===== src/pesc_pkg.sv =====
`timescale 1ns / 1ps
// Shared types, constants and the projection function for the polygon edge
// crossing core. No dependencies.
package pesc_pkg;

    localparam int COORD_W          = 32;
    localparam int POINT_W          = 2 * COORD_W;
    localparam int SIDE_W           = 10;
    localparam int LIM_W            = 16;
    localparam int AXIS_W           = 2;
    localparam int CFG_AW           = 5;
    localparam int CFG_DW           = 32;
    localparam int DEF_MAX_VERTICES = 1024;

    // datapath widths of the edge test unit
    localparam int DIFF_W = COORD_W + 1;   // coordinate difference
    localparam int WIDE_W = 68;            // cross products, squared lengths
    localparam int ENG_W  = 168;           // accumulator, holds the threshold products
    localparam int DVD_W  = 100;           // |component * cross| dividend
    localparam int CNT_W  = 7;

    localparam logic [CNT_W-1:0] LAST_DIFF = CNT_W'(DIFF_W - 1);
    localparam logic [CNT_W-1:0] LAST_WIDE = CNT_W'(WIDE_W - 1);
    localparam logic [CNT_W-1:0] LAST_LIM  = CNT_W'(LIM_W);
    localparam logic [CNT_W-1:0] LAST_DVD  = CNT_W'(DVD_W - 1);

    // register map (word index)
    localparam logic [2:0] REG_START_X = 3'd0;
    localparam logic [2:0] REG_START_Y = 3'd1;
    localparam logic [2:0] REG_START_Z = 3'd2;
    localparam logic [2:0] REG_END_X   = 3'd3;
    localparam logic [2:0] REG_END_Y   = 3'd4;
    localparam logic [2:0] REG_END_Z   = 3'd5;
    localparam logic [2:0] REG_AXIS    = 3'd6;
    localparam logic [2:0] REG_LIMIT   = 3'd7;

    localparam logic [AXIS_W-1:0] AXIS_X = 2'd0;
    localparam logic [AXIS_W-1:0] AXIS_Y = 2'd1;
    localparam logic [AXIS_W-1:0] AXIS_Z = 2'd2;

    localparam logic [AXIS_W-1:0] RST_AXIS  = AXIS_Z;
    localparam logic [LIM_W-1:0]  RST_LIMIT = 16'd66;

    typedef enum logic [1:0] {
        T_IDLE,
        T_RUN,
        T_PUT
    } t_top_state;

    typedef enum logic [3:0] {
        E_IDLE,
        E_LOAD,
        E_MAC,
        E_STORE,
        E_NEG,
        E_CHK,
        E_ABS,
        E_DIV,
        E_FIN,
        E_DONE
    } t_eng_state;

    typedef enum logic [3:0] {
        OP_RXS1,
        OP_RXS2,
        OP_RR1,
        OP_RR2,
        OP_SS1,
        OP_SS2,
        OP_LHS,
        OP_RRSS,
        OP_RHS1,
        OP_RHS2,
        OP_QXS1,
        OP_QXS2,
        OP_QXR1,
        OP_QXR2,
        OP_PU,
        OP_PV
    } t_op;

    typedef struct packed {
        logic [COORD_W-1:0] p0u;
        logic [COORD_W-1:0] p0v;
        logic [COORD_W-1:0] p1u;
        logic [COORD_W-1:0] p1v;
        logic [COORD_W-1:0] q0u;
        logic [COORD_W-1:0] q0v;
        logic [COORD_W-1:0] q1u;
        logic [COORD_W-1:0] q1v;
    } t_edge_req;

    typedef struct packed {
        logic               hit;
        logic [COORD_W-1:0] u;
        logic [COORD_W-1:0] v;
    } t_edge_res;

    // returns {v, u}; the unused axis code drops z
    function automatic logic [POINT_W-1:0] f_project(input logic [AXIS_W-1:0] axis,
                                                    input logic [COORD_W-1:0] x,
                                                    input logic [COORD_W-1:0] y,
                                                    input logic [COORD_W-1:0] z);
        logic [POINT_W-1:0] p;
        case (axis)
            AXIS_X:  p = {z, y};
            AXIS_Y:  p = {z, x};
            default: p = {y, x};
        endcase
        return p;
    endfunction

endpackage


===== src/polygon_edge_segment_crossing_core.sv =====
`timescale 1ns / 1ps
// Polygon edge against query edge crossing core: register port, vertex
// tracking and output register around pesc_engine. Depends on pesc_pkg and pesc_engine.
//
// Each polygon edge is tested by one shared add/subtract unit stepping a
// shift-add multiplier and a bit-serial divider; a missed edge ends before
// the two divisions that a hit runs. A vertex that closes the polygon after
// an earlier vertex carries its edge from the previous vertex and the edge
// back to the first. The input is not ready during an edge test; the result
// register lets the next vertex in while a result still waits to be taken.
module polygon_edge_segment_crossing_core #(
    parameter int MAX_VERTICES = pesc_pkg::DEF_MAX_VERTICES
) (
    input  logic        i_clk,
    input  logic        i_rst_n,
    input  logic        psel,
    input  logic        penable,
    input  logic        pwrite,
    input  logic [4:0]  paddr,
    input  logic [31:0] pwdata,
    output logic [31:0] prdata,
    output logic        pready,
    input  logic        s_axis_tvalid,
    output logic        s_axis_tready,
    input  logic [95:0] s_axis_tdata,   // vert_x, vert_y, vert_z
    input  logic        s_axis_tlast,   // final_vertex
    output logic        m_axis_tvalid,
    input  logic        m_axis_tready,
    output logic [79:0] m_axis_tdata,   // point_u, point_v, side_index, zero pad
    output logic        m_axis_tuser,   // hit
    output logic        m_axis_tlast    // run_end
);
    import pesc_pkg::*;

    localparam int CW = $clog2(MAX_VERTICES);
    localparam int IW = (CW > SIDE_W) ? CW : SIDE_W;

    logic [COORD_W-1:0] r_sx, r_sy, r_sz, r_ex, r_ey, r_ez;
    logic [AXIS_W-1:0]  r_axis;
    logic [LIM_W-1:0]   r_lim;

    logic [POINT_W-1:0] r_first, r_prev;
    logic [CW-1:0]      r_count, r_job_idx, r_pidx;
    logic               r_job_last, r_pend;
    t_top_state         r_state, n_state;

    logic               r_ovalid, r_olast, r_ohit;
    logic [COORD_W-1:0] r_ou, r_ov;
    logic [SIDE_W-1:0]  r_oside;

    logic               in_xfer, cfg_wr, can_load, eng_start, eng_done;
    logic [POINT_W-1:0] cur_p, q0, q1;
    logic [CW:0]        cnt_inc;
    logic [CW-1:0]      cnt_next;
    logic [IW-1:0]      idx_ext;
    t_edge_req          req;
    t_edge_res          res;

    assign pready  = 1'b1;
    assign cfg_wr  = psel && penable && pwrite && pready;
    assign in_xfer = s_axis_tvalid && s_axis_tready;
    assign s_axis_tready = (r_state == T_IDLE);

    always_ff @(posedge i_clk) begin
        if (!i_rst_n) begin
            r_sx <= '0; r_sy <= '0; r_sz <= '0;
            r_ex <= '0; r_ey <= '0; r_ez <= '0;
            r_axis <= RST_AXIS;
            r_lim  <= RST_LIMIT;
        end else if (cfg_wr) begin
            case (paddr[4:2])
                REG_START_X: r_sx <= pwdata;
                REG_START_Y: r_sy <= pwdata;
                REG_START_Z: r_sz <= pwdata;
                REG_END_X:   r_ex <= pwdata;
                REG_END_Y:   r_ey <= pwdata;
                REG_END_Z:   r_ez <= pwdata;
                REG_AXIS:    r_axis <= pwdata[AXIS_W-1:0];
                REG_LIMIT:   r_lim  <= pwdata[LIM_W-1:0];
                default: ;
            endcase
        end
    end

    always_comb begin
        case (paddr[4:2])
            REG_START_X: prdata = r_sx;
            REG_START_Y: prdata = r_sy;
            REG_START_Z: prdata = r_sz;
            REG_END_X:   prdata = r_ex;
            REG_END_Y:   prdata = r_ey;
            REG_END_Z:   prdata = r_ez;
            REG_AXIS:    prdata = CFG_DW'(r_axis);
            REG_LIMIT:   prdata = CFG_DW'(r_lim);
            default:     prdata = '0;
        endcase
    end

    assign cur_p = f_project(r_axis, s_axis_tdata[31:0], s_axis_tdata[63:32],
                             s_axis_tdata[95:64]);
    assign q0    = f_project(r_axis, r_sx, r_sy, r_sz);
    assign q1    = f_project(r_axis, r_ex, r_ey, r_ez);

    assign cnt_inc  = {1'b0, r_count} + 1'b1;
    assign cnt_next = (cnt_inc < (CW+1)'(MAX_VERTICES)) ? cnt_inc[CW-1:0]
                                                        : CW'(MAX_VERTICES - 1);

    assign can_load = !r_ovalid || m_axis_tready;

    always_comb begin
        n_state   = r_state;
        eng_start = 1'b0;
        req.q0u = q0[COORD_W-1:0];
        req.q0v = q0[POINT_W-1:COORD_W];
        req.q1u = q1[COORD_W-1:0];
        req.q1v = q1[POINT_W-1:COORD_W];
        // closing edge back to first: prev already holds the closing vertex
        req.p0u = r_prev[COORD_W-1:0];
        req.p0v = r_prev[POINT_W-1:COORD_W];
        req.p1u = r_first[COORD_W-1:0];
        req.p1v = r_first[POINT_W-1:COORD_W];
        case (r_state)
            T_IDLE: begin
                if (r_count != '0) begin
                    req.p0u = r_prev[COORD_W-1:0];
                    req.p0v = r_prev[POINT_W-1:COORD_W];
                end else begin
                    req.p0u = cur_p[COORD_W-1:0];
                    req.p0v = cur_p[POINT_W-1:COORD_W];
                end
                req.p1u = cur_p[COORD_W-1:0];
                req.p1v = cur_p[POINT_W-1:COORD_W];
                if (in_xfer && ((r_count != '0) || s_axis_tlast)) begin
                    eng_start = 1'b1;
                    n_state   = T_RUN;
                end
            end
            T_RUN: begin
                if (eng_done) n_state = T_PUT;
            end
            T_PUT: begin
                if (can_load) begin
                    if (r_pend) begin
                        eng_start = 1'b1;
                        n_state   = T_RUN;
                    end else begin
                        n_state   = T_IDLE;
                    end
                end
            end
            default: n_state = T_IDLE;
        endcase
    end

    always_ff @(posedge i_clk) begin
        if (!i_rst_n) begin
            r_state  <= T_IDLE;
            r_count  <= '0;
            r_first  <= '0;
            r_prev   <= '0;
            r_pend   <= 1'b0;
            r_ovalid <= 1'b0;
        end else begin
            r_state <= n_state;
            if (in_xfer) begin
                if (r_count == '0) r_first <= cur_p;
                r_prev <= cur_p;
                r_count <= s_axis_tlast ? '0 : cnt_next;
                r_pidx  <= r_count;
                if (r_count != '0) begin
                    r_job_idx  <= r_count - 1'b1;
                    r_job_last <= 1'b0;
                    r_pend     <= s_axis_tlast;
                end else begin
                    r_job_idx  <= '0;
                    r_job_last <= 1'b1;
                    r_pend     <= 1'b0;
                end
            end
            if ((r_state == T_PUT) && can_load) begin
                r_ovalid <= 1'b1;
                r_ohit   <= res.hit;
                r_ou     <= res.u;
                r_ov     <= res.v;
                r_oside  <= idx_ext[SIDE_W-1:0];
                r_olast  <= r_job_last;
                if (r_pend) begin
                    r_job_idx  <= r_pidx;
                    r_job_last <= 1'b1;
                    r_pend     <= 1'b0;
                end
            end else if (m_axis_tready) begin
                r_ovalid <= 1'b0;
            end
        end
    end

    assign idx_ext = IW'(r_job_idx);

    pesc_engine u_engine (
        .i_clk   (i_clk),
        .i_rst_n (i_rst_n),
        .i_start (eng_start),
        .i_req   (req),
        .i_lim   (r_lim),
        .o_done  (eng_done),
        .o_res   (res)
    );

    assign m_axis_tvalid = r_ovalid;
    assign m_axis_tuser  = r_ohit;
    assign m_axis_tlast  = r_olast;
    assign m_axis_tdata  = {6'd0, r_oside, r_ov, r_ou};

endmodule


===== src/pesc_engine.sv =====
`timescale 1ns / 1ps
// Edge test unit: one shared add/subtract drives a shift-add multiplier and a
// restoring divider under a small sequencer. Depends on pesc_pkg.
module pesc_engine (
    input  logic                 i_clk,
    input  logic                 i_rst_n,
    input  logic                 i_start,
    input  pesc_pkg::t_edge_req  i_req,
    input  logic [15:0]          i_lim,
    output logic                 o_done,
    output pesc_pkg::t_edge_res  o_res
);
    import pesc_pkg::*;

    t_eng_state r_state, n_state;
    t_op        r_op, n_op;

    logic [DIFF_W-1:0] r_rx, r_ry, r_sx, r_sy, r_qx, r_qy;
    logic [COORD_W-1:0] r_bu, r_bv;
    logic [WIDE_W-1:0] r_rxs, r_rr, r_ss, r_qxs, r_qxr, r_mplier, r_rem;
    logic [ENG_W-1:0]  r_acc, r_mcand, r_lhs, r_big;
    logic [DVD_W-1:0]  r_dvd;
    logic [CNT_W-1:0]  r_cnt;
    logic              r_sub, r_rneg, r_qneg, r_chk;
    logic [LIM_W-1:0]  r_lim;
    t_edge_res         r_res;

    logic [ENG_W-1:0]  add_a, add_b, add_y;
    logic              add_sub;
    logic [ENG_W-1:0]  ld_a;
    logic [WIDE_W-1:0] ld_b;
    logic [CNT_W-1:0]  ld_cnt;
    logic              ld_keep, ld_sub;
    logic [WIDE_W-1:0] chk_val;
    logic              chk_ok;

    function automatic logic [ENG_W-1:0] f_wd(input logic [DIFF_W-1:0] x);
        return {{(ENG_W-DIFF_W){x[DIFF_W-1]}}, x};
    endfunction

    function automatic logic [ENG_W-1:0] f_ww(input logic [WIDE_W-1:0] x);
        return {{(ENG_W-WIDE_W){x[WIDE_W-1]}}, x};
    endfunction

    function automatic logic [WIDE_W-1:0] f_bd(input logic [DIFF_W-1:0] x);
        return {{(WIDE_W-DIFF_W){x[DIFF_W-1]}}, x};
    endfunction

    function automatic logic [ENG_W-1:0] f_wc(input logic [COORD_W-1:0] x);
        return {{(ENG_W-COORD_W){x[COORD_W-1]}}, x};
    endfunction

    function automatic logic [DIFF_W-1:0] f_diff(input logic [COORD_W-1:0] a,
                                                 input logic [COORD_W-1:0] b);
        return {a[COORD_W-1], a} - {b[COORD_W-1], b};
    endfunction

    // the one shared adder
    assign add_y = add_a + (add_sub ? ~add_b : add_b) + ENG_W'(add_sub);

    assign chk_val = r_chk ? r_qxr : r_qxs;
    // strict 0 < val < rxs, rxs already made positive
    assign chk_ok  = !chk_val[WIDE_W-1] && (chk_val != '0) && add_y[ENG_W-1];

    always_comb begin
        add_a   = '0;
        add_b   = '0;
        add_sub = 1'b0;
        case (r_state)
            E_MAC: begin
                add_a   = r_acc;
                add_b   = r_mcand;
                // top multiplier bit carries negative weight
                add_sub = r_sub ^ (r_cnt == '0);
            end
            E_NEG, E_ABS: begin
                add_b   = r_acc;
                add_sub = 1'b1;
            end
            E_CHK: begin
                add_a   = f_ww(chk_val);
                add_b   = f_ww(r_rxs);
                add_sub = 1'b1;
            end
            E_DIV: begin
                add_a   = ENG_W'({r_rem[WIDE_W-2:0], r_dvd[DVD_W-1]});
                add_b   = f_ww(r_rxs);
                add_sub = 1'b1;
            end
            E_FIN: begin
                add_a   = f_wc((r_op == OP_PU) ? r_bu : r_bv);
                add_b   = ENG_W'(r_dvd);
                add_sub = r_qneg;
            end
            default: ;
        endcase
    end

    // operand selection for each multiply step
    always_comb begin
        ld_a    = '0;
        ld_b    = '0;
        ld_cnt  = LAST_DIFF;
        ld_keep = 1'b0;
        ld_sub  = 1'b0;
        case (r_op)
            OP_RXS1: begin ld_a = f_wd(r_rx); ld_b = f_bd(r_sy); end
            OP_RXS2: begin
                ld_a = f_wd(r_ry); ld_b = f_bd(r_sx); ld_keep = 1'b1; ld_sub = 1'b1;
            end
            OP_RR1:  begin ld_a = f_wd(r_rx); ld_b = f_bd(r_rx); end
            OP_RR2:  begin ld_a = f_wd(r_ry); ld_b = f_bd(r_ry); ld_keep = 1'b1; end
            OP_SS1:  begin ld_a = f_wd(r_sx); ld_b = f_bd(r_sx); end
            OP_SS2:  begin ld_a = f_wd(r_sy); ld_b = f_bd(r_sy); ld_keep = 1'b1; end
            OP_LHS: begin
                ld_a = f_ww(r_rxs) << COORD_W; ld_b = r_rxs; ld_cnt = LAST_WIDE;
            end
            OP_RRSS: begin ld_a = f_ww(r_rr); ld_b = r_ss; ld_cnt = LAST_WIDE; end
            OP_RHS1: begin ld_a = r_big; ld_b = WIDE_W'(r_lim); ld_cnt = LAST_LIM; end
            OP_RHS2: begin
                // acc starts at lhs, so the result sign is the threshold compare
                ld_a = r_big; ld_b = WIDE_W'(r_lim); ld_cnt = LAST_LIM;
                ld_keep = 1'b1; ld_sub = 1'b1;
            end
            OP_QXS1: begin ld_a = f_wd(r_qx); ld_b = f_bd(r_sy); ld_sub = r_rneg; end
            OP_QXS2: begin
                ld_a = f_wd(r_qy); ld_b = f_bd(r_sx); ld_keep = 1'b1; ld_sub = !r_rneg;
            end
            OP_QXR1: begin ld_a = f_wd(r_qx); ld_b = f_bd(r_ry); ld_sub = r_rneg; end
            OP_QXR2: begin
                ld_a = f_wd(r_qy); ld_b = f_bd(r_rx); ld_keep = 1'b1; ld_sub = !r_rneg;
            end
            OP_PU:   begin ld_a = f_wd(r_rx); ld_b = r_qxs; ld_cnt = LAST_WIDE; end
            OP_PV:   begin ld_a = f_wd(r_ry); ld_b = r_qxs; ld_cnt = LAST_WIDE; end
            default: ;
        endcase
    end

    always_ff @(posedge i_clk) begin
        if (!i_rst_n) begin
            r_state <= E_IDLE;
            r_op    <= OP_RXS1;
        end else begin
            r_state <= n_state;
            r_op    <= n_op;
        end
    end

    always_comb begin
        n_state = r_state;
        n_op    = r_op;
        o_done  = 1'b0;
        case (r_state)
            E_IDLE: begin
                if (i_start) begin
                    n_state = E_LOAD;
                    n_op    = OP_RXS1;
                end
            end
            E_LOAD: n_state = E_MAC;
            E_MAC: begin
                if (r_cnt == '0) n_state = E_STORE;
            end
            E_STORE: begin
                n_state = E_LOAD;
                case (r_op)
                    OP_RXS1: n_op = OP_RXS2;
                    OP_RXS2: begin
                        if (r_acc == '0)           n_state = E_DONE;
                        else if (r_acc[ENG_W-1])   n_state = E_NEG;
                        else                       n_op    = OP_RR1;
                    end
                    OP_RR1:  n_op = OP_RR2;
                    OP_RR2:  n_op = OP_SS1;
                    OP_SS1:  n_op = OP_SS2;
                    OP_SS2:  n_op = OP_LHS;
                    OP_LHS:  n_op = OP_RRSS;
                    OP_RRSS: n_op = OP_RHS1;
                    OP_RHS1: n_op = OP_RHS2;
                    OP_RHS2: begin
                        if (r_acc[ENG_W-1]) n_state = E_DONE;
                        else                n_op    = OP_QXS1;
                    end
                    OP_QXS1: n_op = OP_QXS2;
                    OP_QXS2: n_op = OP_QXR1;
                    OP_QXR1: n_op = OP_QXR2;
                    OP_QXR2: n_state = E_CHK;
                    default: n_state = E_ABS;
                endcase
            end
            E_NEG: begin
                n_state = E_LOAD;
                n_op    = OP_RR1;
            end
            E_CHK: begin
                if (!chk_ok) begin
                    n_state = E_DONE;
                end else if (r_chk) begin
                    n_state = E_LOAD;
                    n_op    = OP_PU;
                end
            end
            E_ABS: n_state = E_DIV;
            E_DIV: begin
                if (r_cnt == '0) n_state = E_FIN;
            end
            E_FIN: begin
                if (r_op == OP_PU) begin
                    n_state = E_LOAD;
                    n_op    = OP_PV;
                end else begin
                    n_state = E_DONE;
                end
            end
            E_DONE: begin
                o_done  = 1'b1;
                n_state = E_IDLE;
            end
            default: n_state = E_IDLE;
        endcase
    end

    always_ff @(posedge i_clk) begin
        case (r_state)
            E_IDLE: begin
                if (i_start) begin
                    r_rx   <= f_diff(i_req.p1u, i_req.p0u);
                    r_ry   <= f_diff(i_req.p1v, i_req.p0v);
                    r_sx   <= f_diff(i_req.q1u, i_req.q0u);
                    r_sy   <= f_diff(i_req.q1v, i_req.q0v);
                    r_qx   <= f_diff(i_req.q0u, i_req.p0u);
                    r_qy   <= f_diff(i_req.q0v, i_req.p0v);
                    r_bu   <= i_req.p0u;
                    r_bv   <= i_req.p0v;
                    r_lim  <= i_lim;
                    r_res  <= '0;
                    r_rneg <= 1'b0;
                    r_chk  <= 1'b0;
                end
            end
            E_LOAD: begin
                r_mcand  <= ld_a;
                r_mplier <= ld_b;
                r_cnt    <= ld_cnt;
                r_sub    <= ld_sub;
                if (r_op == OP_RHS2) r_acc <= r_lhs;
                else if (!ld_keep)   r_acc <= '0;
            end
            E_MAC: begin
                if (r_mplier[0]) r_acc <= add_y;
                r_mcand  <= r_mcand << 1;
                r_mplier <= {r_mplier[WIDE_W-1], r_mplier[WIDE_W-1:1]};
                r_cnt    <= r_cnt - 1'b1;
            end
            E_STORE: begin
                case (r_op)
                    OP_RXS2: r_rxs <= r_acc[WIDE_W-1:0];
                    OP_RR2:  r_rr  <= r_acc[WIDE_W-1:0];
                    OP_SS2:  r_ss  <= r_acc[WIDE_W-1:0];
                    OP_LHS:  r_lhs <= r_acc;
                    OP_RRSS, OP_RHS1: r_big <= r_acc;
                    OP_QXS2: r_qxs <= r_acc[WIDE_W-1:0];
                    OP_QXR2: r_qxr <= r_acc[WIDE_W-1:0];
                    default: ;
                endcase
            end
            E_NEG: begin
                r_rxs  <= add_y[WIDE_W-1:0];
                r_rneg <= 1'b1;
            end
            E_CHK: r_chk <= 1'b1;
            E_ABS: begin
                r_qneg <= r_acc[ENG_W-1];
                r_dvd  <= r_acc[ENG_W-1] ? add_y[DVD_W-1:0] : r_acc[DVD_W-1:0];
                r_rem  <= '0;
                r_cnt  <= LAST_DVD;
            end
            E_DIV: begin
                // restoring step, quotient bits shift in behind the dividend
                if (add_y[ENG_W-1]) r_rem <= {r_rem[WIDE_W-2:0], r_dvd[DVD_W-1]};
                else                r_rem <= add_y[WIDE_W-1:0];
                r_dvd <= {r_dvd[DVD_W-2:0], !add_y[ENG_W-1]};
                r_cnt <= r_cnt - 1'b1;
            end
            E_FIN: begin
                if (r_op == OP_PU) begin
                    r_res.u <= add_y[COORD_W-1:0];
                end else begin
                    r_res.v   <= add_y[COORD_W-1:0];
                    r_res.hit <= 1'b1;
                end
            end
            default: ;
        endcase
    end

    assign o_res = r_res;

endmodule


===== config.mk =====
export PLATFORM = sky130hd
export DESIGN_NAME = polygon_edge_segment_crossing_core
export DESIGN_NICKNAME = d
export VERILOG_FILES = /design/src/pesc_pkg.sv /design/src/polygon_edge_segment_crossing_core.sv /design/src/pesc_engine.sv
export SDC_FILE = /design/constraint.sdc
export NUM_CORES = 2
export LEC_CHECK = 0
export ABC_AREA = 1
export BUFFER_PORTS_ARGS = -buffer_cell sky130_fd_sc_hd__buf_2
export CORE_MARGIN = 2
export CORE_UTILIZATION = 40
export DETAILED_ROUTE_END_ITERATION = 10
export PLACE_DENSITY = 0.63
export SYNTH_ARGS = -nofsm -noshare
export SYNTH_HDL_FRONTEND = slang
export SYNTH_SLANG_ARGS = --single-unit

===== constraint.sdc =====
create_clock -name i_clk -period 35.6 [get_ports i_clk]
set_input_delay 3.56 -clock i_clk [delete_from_list [all_inputs] [get_ports i_clk]]
set_output_delay 3.56 -clock i_clk [all_outputs]
set_load 0.01 [all_outputs]

# ---- Word-level counts from Yosys, hierarchy flattened
# Index checks and enable logic that the tools add are counted.
dict set report word_totals {
  register_bits 2058
  input_bits 141
  out_inout_bits 117
  wordCells 284
}
dict set report classes {
  add_sub_neg 11
  magnitude_cmp 1
  n_eq_ne 52
  n_mux 84
  bitwise_logic 3
  n_reduce_logical 79
}
# operator count
set op_table {}
lappend op_table {{case mux 168 bit (9 select lines)} 1}
lappend op_table {{case mux 168 bit (4 select lines)} 2}
lappend op_table {{two-way mux 168 bit} 4}
lappend op_table {{case mux 168 bit (2 select lines)} 2}
lappend op_table {{case mux 68 bit (8 select lines)} 1}
lappend op_table {{case mux 64 bit (2 select lines)} 3}
lappend op_table {{case mux 68 bit (2 select lines)} 2}
lappend op_table {{case mux 32 bit (8 select lines)} 1}
lappend op_table {{case mux 100 bit (2 select lines)} 1}
lappend op_table {{subtractor 32 x 32 -> 33 bit} 6}
lappend op_table {{adder 168 x 1 -> 168 bit} 1}
lappend op_table {{adder 168 bit} 1}
lappend op_table {{logical NOT 168 bit} 1}
lappend op_table {{NOT 168 bit} 1}
lappend op_table {{two-way mux 68 bit} 2}
lappend op_table {{case mux 67 bit (2 select lines)} 1}
lappend op_table {{case mux 65 bit (2 select lines)} 1}
lappend op_table {{two-way mux 128 bit} 1}
lappend op_table {{two-way mux 100 bit} 1}
lappend op_table {{two-way mux 32 bit} 3}
lappend op_table {{nonzero test 68 bit} 1}
lappend op_table {{two-way mux 67 bit} 1}
lappend op_table {{two-way mux 65 bit} 1}
lappend op_table {{two-way mux 64 bit} 1}
lappend op_table {{other kinds (55)} 190}

# ---- Logic depth before layout (Yosys ltp)
dict set report logic_depth {
  depth_word 10
  depth_mapped 32
  mapped_depth_nobuf 30
}

# ---- Hierarchy
# From an unflattened synthesis, not the netlist that was laid out.
dict set report unflattened {
  hier_cells 13475
  area_unflattened_um2 116372.9
}
# mod n_inst cells_each area_per_inst_um2 seq_area_each_um2
set by_module_without_submodules {}
lappend by_module_without_submodules {pesc_engine 1 10688 95808.1 48236.3}
lappend by_module_without_submodules {polygon_edge_segment_crossing_core 1 2787 20564.7 9959.6}

# ---- Worst setup path after synthesis
# Ideal clock, no wire load.
dict set report synth_timing {
  kind {flip-flop to flip-flop}
  start {register u_engine.r_state[0]}
  end {register u_engine.r_acc[0] (enable)}
  setup_ps 698
  t_arrival_ps 13868
  t_required_ps 34902
  slack_ps 21034
  stages_incl_launch_ff 11
  synth_period_minus_slack_ps 14566
  cell_sequence {dfxtp_1 inv_1 nand2_1 nor2_2 buf_2 clkbuf_1 clkbuf_1 nor2_1 inv_1 o21ai_0 nor2_1}
}
dict set report synth_via {
  elab_chain_cells 3
  elab_cells_between_ends 6
}
# element line
set synth_rtl {}
lappend synth_rtl {{from (decl)} pesc_engine.sv:15} ;# t_eng_state r_state, n_state;
lappend synth_rtl {{from (signal assigned)} pesc_engine.sv:144} ;# r_state <= n_state;
lappend synth_rtl {{equality test 4 x 1 -> 1 bit / equality test 4 x 2 -> 1 bit (equally long branches)} pesc_engine.sv:224} ;# case (r_state)
lappend synth_rtl {{inequality test 3 bit (no source line), or another cell as far along} --}
lappend synth_rtl {{AND reduction 3 bit (no source line) *} --}
lappend synth_rtl {{to (signal assigned)} pesc_engine.sv:246} ;# if (r_op == OP_RHS2) r_acc <= r_lhs;
lappend synth_rtl {{to (signal assigned)} pesc_engine.sv:250} ;# if (r_mplier[0]) r_acc <= add_y;
lappend synth_rtl {{to (decl)} pesc_engine.sv:21} ;# logic [ENG_W-1:0] r_acc, r_mcand, r_lhs, r_big;
# Every way passes the cells marked *; elsewhere a longest branch is shown, timed or not.
# A chain may end at the register's enable or synchronous reset.

# ---- Final worst setup path
dict set report layout_timing {
  start {input port paddr[3]}
  end {output port prdata[4]}
}
dict set report layout_via {
  elab_chain_cells 2
  elab_cells_between_ends 9
}
# element line
set layout_rtl {}
lappend layout_rtl {{from (decl)} polygon_edge_segment_crossing_core.sv:19} ;# input logic [4:0] paddr,
lappend layout_rtl {{equality test 3 bit, or another cell as far along} polygon_edge_segment_crossing_core.sv:86} ;# case (paddr[4:2])
lappend layout_rtl {{case mux 32 bit (8 select lines) *} polygon_edge_segment_crossing_core.sv:86}
lappend layout_rtl {{to (decl)} polygon_edge_segment_crossing_core.sv:21} ;# output logic [31:0] prdata,
# Marked as above.

==> run metrics <==
DR vias/cell slightly below 6; most used cell, CP buf_2; Hold WS approximately 0.41 ns; Worst Hold Depth 0; Buf+Inv Stages, Crit Path 4; fillers between 20k and 30k; CTS Sinks around 2.1k; FMAX ~110 MHz; Power Internal slightly below 5 mW; final hold violation count 0; row cnt slightly below 200; Peak VDD IR about 50 uV; Worst path depth 8; worst r2r path cells 23; Die W between 500 and 600 um; post-cts gate resize count 0; CP delay by family, top buffers and inverters; clock skew around 0.14 ns; worst skew pair latency between 0.9 and 1 ns; largest cells by area after synthesis edfxtp_1 (44%), nand2_1 (8.8%), o21ai_0 (6.7%); Synth Register Bits 2,058; clock share of power 0.315; Post-DP HPWL 349,000 um; Tcrit/Tclk final 0.267; CTS tree yes; initial antenna violation count 31; drt first-iter violations 13.6k; Final Slew Violations 0; Setup violations, final 0; die footprint 294,000 um2; total negative slack 0 ns; final design area excluding fillers 128,000 um2; wl on met1 183,000 um; grt ovf 0; outcome completed; vias 102k; CTS Hold Bufs 0; clk buf depth 4; CP Cell Sequence buf_2 -> nor2_1 -> nand2_1 -> inv_1 -> buf_4 -> a221oi_1 -> o2111ai_1 -> buf_2; first drt pass iteration count 6; Crit. End Element output pin; WL per Instance approximately 27 um; Syn Area/Cell approximately 8.6 um2; largest net degree at the start of global routing 212; WS Path Type input pin to output pin; slew at the pin closest to its max-slew limit roughly 1.4 ns; Routed Antenna Nets 0; Comb power frac 0.249; Switching Power about 2.5 mW; DRT Wirelength around 470,000 um; Async SR Flop Fraction 0; NumNets Final 14.0k; sequential element share of the synthesized area 0.502; top sig layer met5; critical path startpoint category input pin; number of setup buffers added after CTS 0; Worst slew margin 0.0376; power density cells 57.6 nW/um2; Yosys warning total 0; cell taking the most area after synthesis edfxtp_1; Seq pwr share 0.436; leakage dissipation 49.7 nW; placer congestion estimate roughly 1.1; Clock transition at path regs 0.06 ns; placed cell area 121,000 um2; DRC viols 0; RSZ-0062 raised after global routing false; met3 wire length about 43,000 um; gr usage total 0.309; critical path data required time between 30 and 40 ns; clk root buf clkbuf_16; share of cells above drive strength 1 0.0679; slowest CP cell a221oi_1; Sw Share 0.342; Post-synth EDFFs about 1.7k; Netlist cell types between 60 and 70; ys flop type edfxtp_1; Hold WC Path Type flop to flop; Synth Cell Area ~120,000 um2; met2 routed WL roughly 200,000 um; Port-buffer cells 248; crit path time final roughly 9.5 ns; H-Tree Depth 4; Core ar. just under 300,000 um2; max-cap violations 0; Max stage delay on crit path 0.52 ns; Cells after Synth about 13k; vias in the first global route ~94k; first-pass GRT wire length roughly 670,000 um; starting density of the core 0.402; IO Pins approximately 260; Layout area overhead 10.6%; WP data arrival between 5 and 6 ns; die height 542 um; top-area cell type share of the netlist area 0.440; TritonCTS buffer count between 200 and 250; Max FO, Critical Path 15
sequential cells by signal (all words and copies together), names as in the netlist, 64 cells and up:
register,cells
u_engine.r_mcand,168
u_engine.r_lhs,168
u_engine.r_rxs,68
u_engine.r_ss,68
r_prev,64
u_engine.r_big,168
u_engine.r_mplier,68
u_engine.r_rem,67
u_engine.r_acc,168
r_first,64
u_engine.o_res,65
u_engine.r_qxr,68
u_engine.r_qxs,68
u_engine.r_dvd,100
u_engine.r_rr,68
power groups by stage:
| stage | Sequential (mW) | Combinational (mW) | Clock (mW) |
|---|---|---|---|
| after CTS | 3.20 | 1.79 | 2.34 |
| after global placement | 3.25 | 1.76 | 0 |
| after floorplan | 3.20 | 1.12 | 0 |
| after detailed placement | 3.25 | 1.78 | 0 |
| final | 3.21 | 1.84 | 2.32 |
| after global routing | 3.23 | 1.98 | 2.42 |
metal layers:
metal / global-route usage / vias up
met5: 0 / -
met4: 0.207 / 18
met3: 0.0558 / 1100
met2: 0.475 / 5581
met1: 0.397 / 48600
li1: - / 46500
layout make-up:
class | count | area, um2 | area share
Sequential cell | 2058 | 58200 | 0.454
Multi-Input combinational cell | 9168 | 49300 | 0.385
Inverter | 1646 | 6210 | 0.0485
Clock buffer | 286 | 6000 | 0.0468
Tap cell | 3781 | 4730 | 0.0369
Timing Repair Buffer | 417 | 2590 | 0.0202
Clock inverter | 112 | 1110 | 0.00866
Antenna cell | 13 | 32.5 | 0.000254
metrics by stage:
stage               utilization  power [mW]  worst slack, ns  instances
global route              0.445        7.63            26.17      17500
detailed placement        0.420        5.03            26.23      17100
global placement          0.420        5.01            26.22      17100
CTS                       0.445        7.33            26.21      17500
finish                    0.445        7.38            26.08      17500
floorplan                     -        4.33            21.03      13500
kinds of logic after synthesis:
logic type | count (synthesis) | share of synthesized area
xor gates and xnor gates | 459 | 0.0347
AOI/OAI and AO/OA | 3502 | 0.178
buffers and inverters | 2255 | 0.0743
and+or+nand+nor | 4812 | 0.168
muxes | 20 | 0.00173
adders and majority gates | 368 | 0.0402
DFF | 2058 | 0.502
other | 2 | 0.0000648
synthesized netlist by cell type, types with 10 or more instances:
library cell / count
nand2_1: 2710
edfxtp_1: 1698
inv_1: 1612
o21ai_0: 1552
nor2_1: 1337
a21oi_1: 931
clkbuf_1: 501
ha_1: 361
xor2_1: 361
dfxtp_1: 360
nand3_1: 345
o2111ai_1: 167
nand4_1: 140
a221oi_1: 123
nor4_1: 104
xnor2_1: 98
a22oi_1: 88
o21a_1: 83
nor3_1: 78
o22ai_1: 63
buf_1: 57
o31ai_1: 57
o211ai_1: 54
or2_2: 52
o21bai_1: 51
o221ai_1: 51
a22oi_2: 45
a31oi_1: 43
a21boi_0: 36
a22o_1: 34
buf_2: 32
a2111oi_0: 28
a21o_1: 27
a211oi_1: 23
o21ai_1: 23
mux2i_1: 20
inv_2: 19
clkinv_1: 15
buf_4: 10
final timing paths:
check / from / endpoint / slack, ns
hold / removal: u_engine.o_res[4]$_SDFFCE_PN0P_ / r_ov[4]$_DFFE_PP_ / 0.41
hold reg to reg: u_engine.o_res[4]$_SDFFCE_PN0P_ / r_ov[4]$_DFFE_PP_ / 0.41
setup / recovery: paddr[3] / prdata[4] / 26.08
setup reg to reg: u_engine.r_state[2]$_SDFFE_PN0P_ / u_engine.r_rem[66]$_SDFFCE_PP0P_ / 26.39
placed cells by master, fill, tap and decap left out, types with 38 or more instances in the layout:
cell type and instances:
a21oi_1 930, a221oi_1 123, a22oi_1 88, a22oi_2 45, a31oi_1 43, buf_2 247, buf_4 163, clkbuf_1 46
clkbuf_16 225, clkinv_1 45, clkinv_2 38, dfxtp_1 359, edfxtp_1 1698, ha_1 361, inv_1 1603, nand2_1 2704
nand3_1 344, nand4_1 140, nor2_1 1322, nor3_1 71, nor4_1 103, o2111ai_1 167, o211ai_1 54, o21a_1 83
o21ai_0 1550, o21bai_1 51, o221ai_1 51, o22ai_1 63, o31ai_1 57, or2_2 52, xnor2_1 98, xor2_1 361
No activity file was read; power rests on OpenSTA's default activity.
